## src/rtl/avt_pkg.sv

```systemverilog
// shared types and constants for the affine vertex transform
// no dependencies; used by avt_row and affine_vertex_transform
package avt_pkg;

  // default widths of one matrix entry and one coordinate
  localparam int COEFF_WIDTH_DEF = 16;
  localparam int COORD_WIDTH_DEF = 32;

  // fixed point layout: Q4.12 entries, Q16.16 coordinates and results
  localparam int COEFF_FRAC = 12;
  localparam int COORD_FRAC = 16;
  localparam int OUT_WIDTH  = 32;

  // matrix rows
  localparam int ROW_COUNT = 4;
  localparam int ROW_WIDTH = 64;

  // identity matrix after reset
  localparam logic [ROW_WIDTH-1:0] ROW0_RESET = 64'h0000_0000_0000_1000;
  localparam logic [ROW_WIDTH-1:0] ROW1_RESET = 64'h0000_0000_1000_0000;
  localparam logic [ROW_WIDTH-1:0] ROW2_RESET = 64'h0000_1000_0000_0000;
  localparam logic [ROW_WIDTH-1:0] ROW3_RESET = 64'h1000_0000_0000_0000;

  // register indexes on the write port
  typedef enum logic [1:0] {
    REG_ROW0 = 2'd0,
    REG_ROW1 = 2'd1,
    REG_ROW2 = 2'd2,
    REG_ROW3 = 2'd3
  } reg_index_t;

  // operation codes; the unused code behaves as a point
  typedef enum logic [1:0] {
    OP_POINT  = 2'd0,
    OP_VECTOR = 2'd1,
    OP_HOMOG  = 2'd2
  } op_t;

  // one saturated row result
  typedef struct packed {
    logic signed [OUT_WIDTH-1:0] value;
    logic                        sat;
  } row_result_t;

endpackage

```

## src/rtl/avt_row.sv

```systemverilog
// one matrix row dot product: multiply, sum, round and saturate stages
// depends on avt_pkg
module avt_row #(
  parameter int COEFF_WIDTH = avt_pkg::COEFF_WIDTH_DEF,
  parameter int COORD_WIDTH = avt_pkg::COORD_WIDTH_DEF
) (
  input  logic                           clk,
  input  logic                           translate,
  input  logic signed [COEFF_WIDTH-1:0]  coeff_a,
  input  logic signed [COEFF_WIDTH-1:0]  coeff_b,
  input  logic signed [COEFF_WIDTH-1:0]  coeff_c,
  input  logic signed [COEFF_WIDTH-1:0]  coeff_d,
  input  logic signed [COORD_WIDTH-1:0]  coord_x,
  input  logic signed [COORD_WIDTH-1:0]  coord_y,
  input  logic signed [COORD_WIDTH-1:0]  coord_z,
  output avt_pkg::row_result_t           result
);

  localparam int P  = COEFF_WIDTH + COORD_WIDTH;
  localparam int S  = P + 2;
  localparam int QS = S - avt_pkg::COEFF_FRAC;
  localparam int QW = (QS > avt_pkg::OUT_WIDTH) ? QS : avt_pkg::OUT_WIDTH + 1;

  localparam logic signed [S-1:0] ROUND_HALF = S'(1) <<< (avt_pkg::COEFF_FRAC - 1);
  localparam logic signed [QW-1:0] SAT_MAX =
    {{(QW - avt_pkg::OUT_WIDTH + 1){1'b0}}, {(avt_pkg::OUT_WIDTH - 1){1'b1}}};
  localparam logic signed [QW-1:0] SAT_MIN = ~SAT_MAX;

  // product stage
  logic signed [P-1:0] prod_a;
  logic signed [P-1:0] prod_b;
  logic signed [P-1:0] prod_c;
  logic signed [S-1:0] offset;

  // sum stage
  logic signed [S-1:0] sum;

  // round and saturate
  logic signed [QS-1:0] quot;
  logic signed [QW-1:0] quot_ext;
  avt_pkg::row_result_t result_next;

  always_ff @(posedge clk) begin
    prod_a <= coeff_a * coord_x;
    prod_b <= coeff_b * coord_y;
    prod_c <= coeff_c * coord_z;
    if (translate) begin
      offset <= S'(coeff_d) <<< avt_pkg::COORD_FRAC;
    end else begin
      offset <= '0;
    end
  end

  always_ff @(posedge clk) begin
    sum <= S'(prod_a) + S'(prod_b) + S'(prod_c) + offset + ROUND_HALF;
  end

  always_comb begin
    quot     = sum[S-1:avt_pkg::COEFF_FRAC];
    quot_ext = QW'(quot);
    if (quot_ext > SAT_MAX) begin
      result_next.value = SAT_MAX[avt_pkg::OUT_WIDTH-1:0];
      result_next.sat   = 1'b1;
    end else if (quot_ext < SAT_MIN) begin
      result_next.value = SAT_MIN[avt_pkg::OUT_WIDTH-1:0];
      result_next.sat   = 1'b1;
    end else begin
      result_next.value = quot_ext[avt_pkg::OUT_WIDTH-1:0];
      result_next.sat   = 1'b0;
    end
  end

  always_ff @(posedge clk) begin
    result <= result_next;
  end

endmodule

```

## config.mk

```make
export PLATFORM = sky130hd
export DESIGN_NAME = avt_row
export DESIGN_NICKNAME = d
export VERILOG_FILES = /design/src/rtl/avt_pkg.sv /design/src/rtl/avt_row.sv
export SDC_FILE = /design/constraint.sdc
export NUM_CORES = 2
export LEC_CHECK = 0
export ABC_AREA = 0
export BUFFER_PORTS_ARGS = -buffer_cell sky130_fd_sc_hd__buf_2
export CORE_MARGIN = 1.5
export CORE_UTILIZATION = 55
export CTS_CLUSTER_DIAMETER = 50
export DETAILED_ROUTE_END_ITERATION = 7
export GPL_TIMING_DRIVEN = 1
export PLACE_DENSITY_LB_ADDON = 0.15
export SETUP_SLACK_MARGIN = 0.1
export SYNTH_ARGS = -nofsm -noshare
export SYNTH_HDL_FRONTEND = slang
export SYNTH_SLANG_ARGS = --single-unit
```

## constraint.sdc

```tcl
create_clock -name clk -period 13.95 [get_ports clk]
set_input_delay 0.6975 -clock clk [delete_from_list [all_inputs] [get_ports clk]]
set_output_delay 0.6975 -clock clk [all_outputs]
set_load 0.01 [all_outputs]
```

## Word-level counts from Yosys, hierarchy flattened

Cells that the tools add are included.

- Add/subtract/negate cells: 4
- Multiply operators: 3
- Divide/modulo/power cells: 0
- Magnitude comparators: 2
- Equal/unequal tests: 0
- Shift operators: 0
- Muxes and demuxes: 1
- Bitwise logic cells: 0
- Reductions and logical operators: 0

Operators with widths:

| operator | count |
|---|---|
| 16-bit by 32-bit multiplier with 48-bit output | 3 |
| 49-bit by 48-bit adder with 50-bit output | 1 |
| 50-bit by 13-bit adder with 50-bit output, second input constant | 1 |
| 50-bit by 32-bit adder with 50-bit output | 1 |
| 48-bit by 48-bit adder with 49-bit output | 1 |
| 38-bit by 32-bit > comparator with 1-bit output, second input constant | 1 |
| 38-bit by 32-bit less-than comparator with 1-bit output, second input constant | 1 |
| 33-bit 2-to-1 mux | 1 |

- Register bits: 259
- Latch bits: 0
- RAM bits: 0
- Bits in read-only memories: 0
- Input port bits: 162
- Output and inout bits: 33
- Word-level logic and storage cells: 18
- Memories: 0

## Longest topological paths before layout

- Depth in word-level cells: 4
- Mapped depth: 26
- Mapped depth without buffers: 24

## Worst setup path after synthesis

No wires, ideal clock.

- Kind: input port to flip-flop
- Start: input port coord_y[29]
- End: register prod_b[39]
- Library setup time: 118 ps
- Arrival time: 6210 ps
- Required time: 13832 ps
- Slack: 7623 ps
- Stages on the path: 24
- Buffers on the path: 2
- Path through: clkbuf_1 -> nand2_1 -> fa_1 -> inv_1 -> fa_1 -> inv_1 -> fa_1 -> inv_1 -> fa_1 -> fa_1 -> inv_1 -> fa_1 -> inv_1 -> ha_1 -> clkbuf_1 -> a21o_1 -> a21o_1 -> a21o_1 -> nand3_1 -> a31oi_1 -> o21a_1 -> a21oi_4 -> or3b_1 -> o2111a_1

- Longest elaborated chain between the ends: 1

RTL lines:

| what | line | RTL |
|---|---|---|
| start, declared | avt_row.sv:14 | `input logic signed [COORD_WIDTH-1:0] coord_y,` |
| 16-bit by 32-bit multiplier with 48-bit output | avt_row.sv:45 | `prod_b <= coeff_b * coord_y;` |
| end signal, assigned | avt_row.sv:45 |  |
| end, declared | avt_row.sv:31 | `logic signed [P-1:0] prod_b;` |

Every way passes these cells.
A chain may end at the register's enable or synchronous reset.

## Final worst setup path

- Start: input port coeff_c[11]
- End: register prod_c[41]

- Longest elaborated chain between the ends: 1

RTL lines:

| what | line | RTL |
|---|---|---|
| start, declared | avt_row.sv:11 | `input logic signed [COEFF_WIDTH-1:0] coeff_c,` |
| 16-bit by 32-bit multiplier with 48-bit output | avt_row.sv:46 | `prod_c <= coeff_c * coord_z;` |
| end signal, assigned | avt_row.sv:46 |  |
| end, declared | avt_row.sv:32 | `logic signed [P-1:0] prod_c;` |

Every way passes these cells.

==> impl_metrics.env <==
export IMPL_status="finished, final reports clean"
export IMPL_setup_violations=0
export IMPL_drc_errors=0
export IMPL_overflow=0
export IMPL_path_buf_inv=4
export IMPL_fill_cells=10210
export IMPL_max_freq_mhz=148.7
export IMPL_numPortBuffers=194
export IMPL_yosys_area_top_type="fa_1"
export IMPL_path_delay_family="adder cells"
export IMPL_grt_antenna_before_repair=10
export IMPL_vias=44750
export IMPL_htree_levels=1
export IMPL_die_area_mm2=0.1163
export IMPL_ys_types=97
export IMPL_post_synth_top_area_fraction=0.4901
export IMPL_cts_tree="yes"
export IMPL_ys_seq_area_frac=0.07360
export IMPL_cts_setup_buffers=0
export IMPL_clock_path_buffers=3
export IMPL_cts_root_buf="clkbuf_16"
export IMPL_end_kind="flip-flop"
export IMPL_critical_path_class="in -> reg"
export IMPL_fin_crit_sh=0.4822
export IMPL_design_area_mm2=0.06553
export IMPL_area_growth_pct=4.295
export IMPL_critPathMostFrequentCell="fa_1"
export IMPL_core_mm2=0.1130
export IMPL_avgRoutedWirePerCell_um=18.94
export IMPL_synth_edff_count=0
export IMPL_start_util=0.5562
export IMPL_hpwl_um=129000
export IMPL_cpPeakStageDelay_ns=0.63
export IMPL_ys_warn_count=0
export IMPL_ys_flop_type="dfxtp_1"
export IMPL_grt_first_pass_wirelength_um=259800
export IMPL_pin_count=195
export IMPL_finalCriticalPeriod_ns=6.726
export IMPL_cts_buffers=25
export IMPL_maxCapViolations=0
export IMPL_crit_chain="buf_2 > nand2_1 > fa_1 > inv_1 > fa_1 > fa_1 > fa_1 > fa_1 > inv_1 > fa_1 > inv_1 > ha_1 > o21ai_0 > o311ai_1 > o21ai_1 > a31oi_2 > nand4_1 > nand3_1 > a31oi_1 > o311a_1 > xnor2_1"
export IMPL_holdBufCountCts=0
export IMPL_drv_slew=0
export IMPL_ctsResizeCount=0
export IMPL_first_global_vias=49190
export IMPL_routed_wl_um=157500
export IMPL_grt_usage=0.2836
export IMPL_tightest_slew_ns=0.8793
export IMPL_synth_seq_cells=231
export IMPL_critPathSlowestCell="buf_2"
export IMPL_cts_sinks=231
export IMPL_ys_async_sr_fraction=0
export IMPL_required_ns=14.39
export IMPL_critPathLaunchType="primary input"
export IMPL_gp_congestion=0.9216
export IMPL_skew_ns=0.01813
export IMPL_drtAntennaViolNets=0
export IMPL_via_per_inst=5.381
export IMPL_rsz0062_at_grt="no"
export IMPL_worst_ep_arrival_time_ns=7.16
export IMPL_clk_pin_slew_worst_paths_ns=0.06
export IMPL_synth_common_cells="inv_1 (1688), fa_1 (1538), nand2_1 (945)"
export IMPL_max_slew_margin=0.4138
export IMPL_dr_pass1_iters=6
export IMPL_netlist_instances=6850
export IMPL_synth_fp_nets=8953
export IMPL_synth_area_leaders="fa_1 (49%), inv_1 (10%), ha_1 (8.0%), dfxtp_1 (7.4%), and2_1 (6.3%)"
export IMPL_yosysMostFrequentCell="inv_1"
export IMPL_die_y_um=341.0
export IMPL_hold_viol_final=0
export IMPL_fin_setup_tns_ns=0
export IMPL_hold_class="in -> reg"
export IMPL_nets=8896
export IMPL_drive_above_1_share=0.04375
export IMPL_worst_skew_pair_late_latency_ns=0.56
export IMPL_placed_cell_area_mm2=0.06461
export IMPL_drtIter0Drc=2921
export IMPL_syn_area_mm2=0.06283
export IMPL_cp_max_fo=32
export IMPL_chipWidth_um=341.0
export IMPL_avgSynthCellArea_um2=9.172
export IMPL_grt_max_degree=33
export IMPL_fp_row_count=123
## placed cells by master (no fill, tap or decap), types with 116 or more instances in the layout
master	netlist	layout
buf_2	11	194
dfxtp_1	231	231
inv_1	1688	1688
nor2_1	171	171
a21oi_1	163	162
xnor2_1	128	128
ha_1	403	403
fa_1	1538	1538
a21o_1	116	116
nand2_1	945	945
and2_1	636	636
## flip-flops by register name, indices dropped and copies added (netlist names)
name and count:
result 33, offset 16, prod_b 48, sum 38, prod_a 48, prod_c 48
## worst reg2reg max path: stages (launching register included)
cell,delay [ns]
dfxtp_1,0.32
buf_4,0.36
fa_1,0.52
fa_1,0.45
ha_1,0.37
a21o_1,0.19
a21o_1,0.21
a21oi_2,0.16
o21ai_1,0.07
a21o_1,0.19
a211oi_1,0.28
o21ai_2,0.12
or4b_1,0.48
nand4b_1,0.09
## per-layer routing
| metal | share of wire | GRT usage | vias up | wire (um) |
|---|---|---|---|---|
| li1 | - | - | 19920 | - |
| met1 | 0.42 | 0.3851 | 23120 | 65810 |
| met2 | 0.49 | 0.4843 | 1411 | 77470 |
| met3 | 0.061 | 0.03209 | 291 | 9663 |
| met4 | 0.029 | 0.07602 | 8 | 4490 |
| met5 | 0.00030 | 0 | - | 48 |
## through the flow
stage            util  setup WS, ns  hold slack (ns)  std cells
2_1_floorplan       -         7.623           0.4035       6850
5_1_grt        0.5801         6.906           0.3348       8314
6_report       0.5801         7.224           0.3481       8315
3_5_place_dp   0.5720         6.742           0.4237       8266
4_1_cts        0.5800         7.319           0.3220       8312
3_3_place_gp   0.5720         6.788           0.4128       8266
## worst paths after layout
check | slack, ns | from | to | depth (start not counted)
setup / recovery | 7.22 | coeff_c[11] | prod_c[41]$_DFF_P_ | 21
hold / removal | 0.35 | coeff_d[3] | offset[19]$_SDFF_PN0_ | 2
setup reg to reg | 10.07 | offset[31]$_SDFF_PN0_ | sum[48]$_DFF_P_ | 13
hold reg to reg | 0.44 | sum[24]$_DFF_P_ | result[13]$_SDFF_PN1_ | 1
## cells by family after synthesis
kind of cell	synth area share
mux	0.0001593
flops	0.07360
buf+inv	0.1185
xor+xnor	0.02565
compound gates	0.06273
simple gates	0.1491
fa+ha+maj	0.5703
## layout make-up
| type | count | area, um2 | area share |
|---|---|---|---|
| flip-flops and latches | 231 | 4624 | 0.07057 |
| repair buffers | 198 | 1001 | 0.01528 |
| diodes | 3 | 7.507 | 0.0001146 |
| well taps | 1500 | 1877 | 0.02864 |
| clock inverters | 16 | 231.5 | 0.003532 |
| inverters | 1690 | 6344 | 0.09681 |
| clock buffers | 30 | 674.4 | 0.01029 |
| multi-input cells | 4647 | 50770 | 0.7748 |
Power is not shown: default switching activity piles up to over one toggle a cycle in this logic, so the estimate is an artifact.
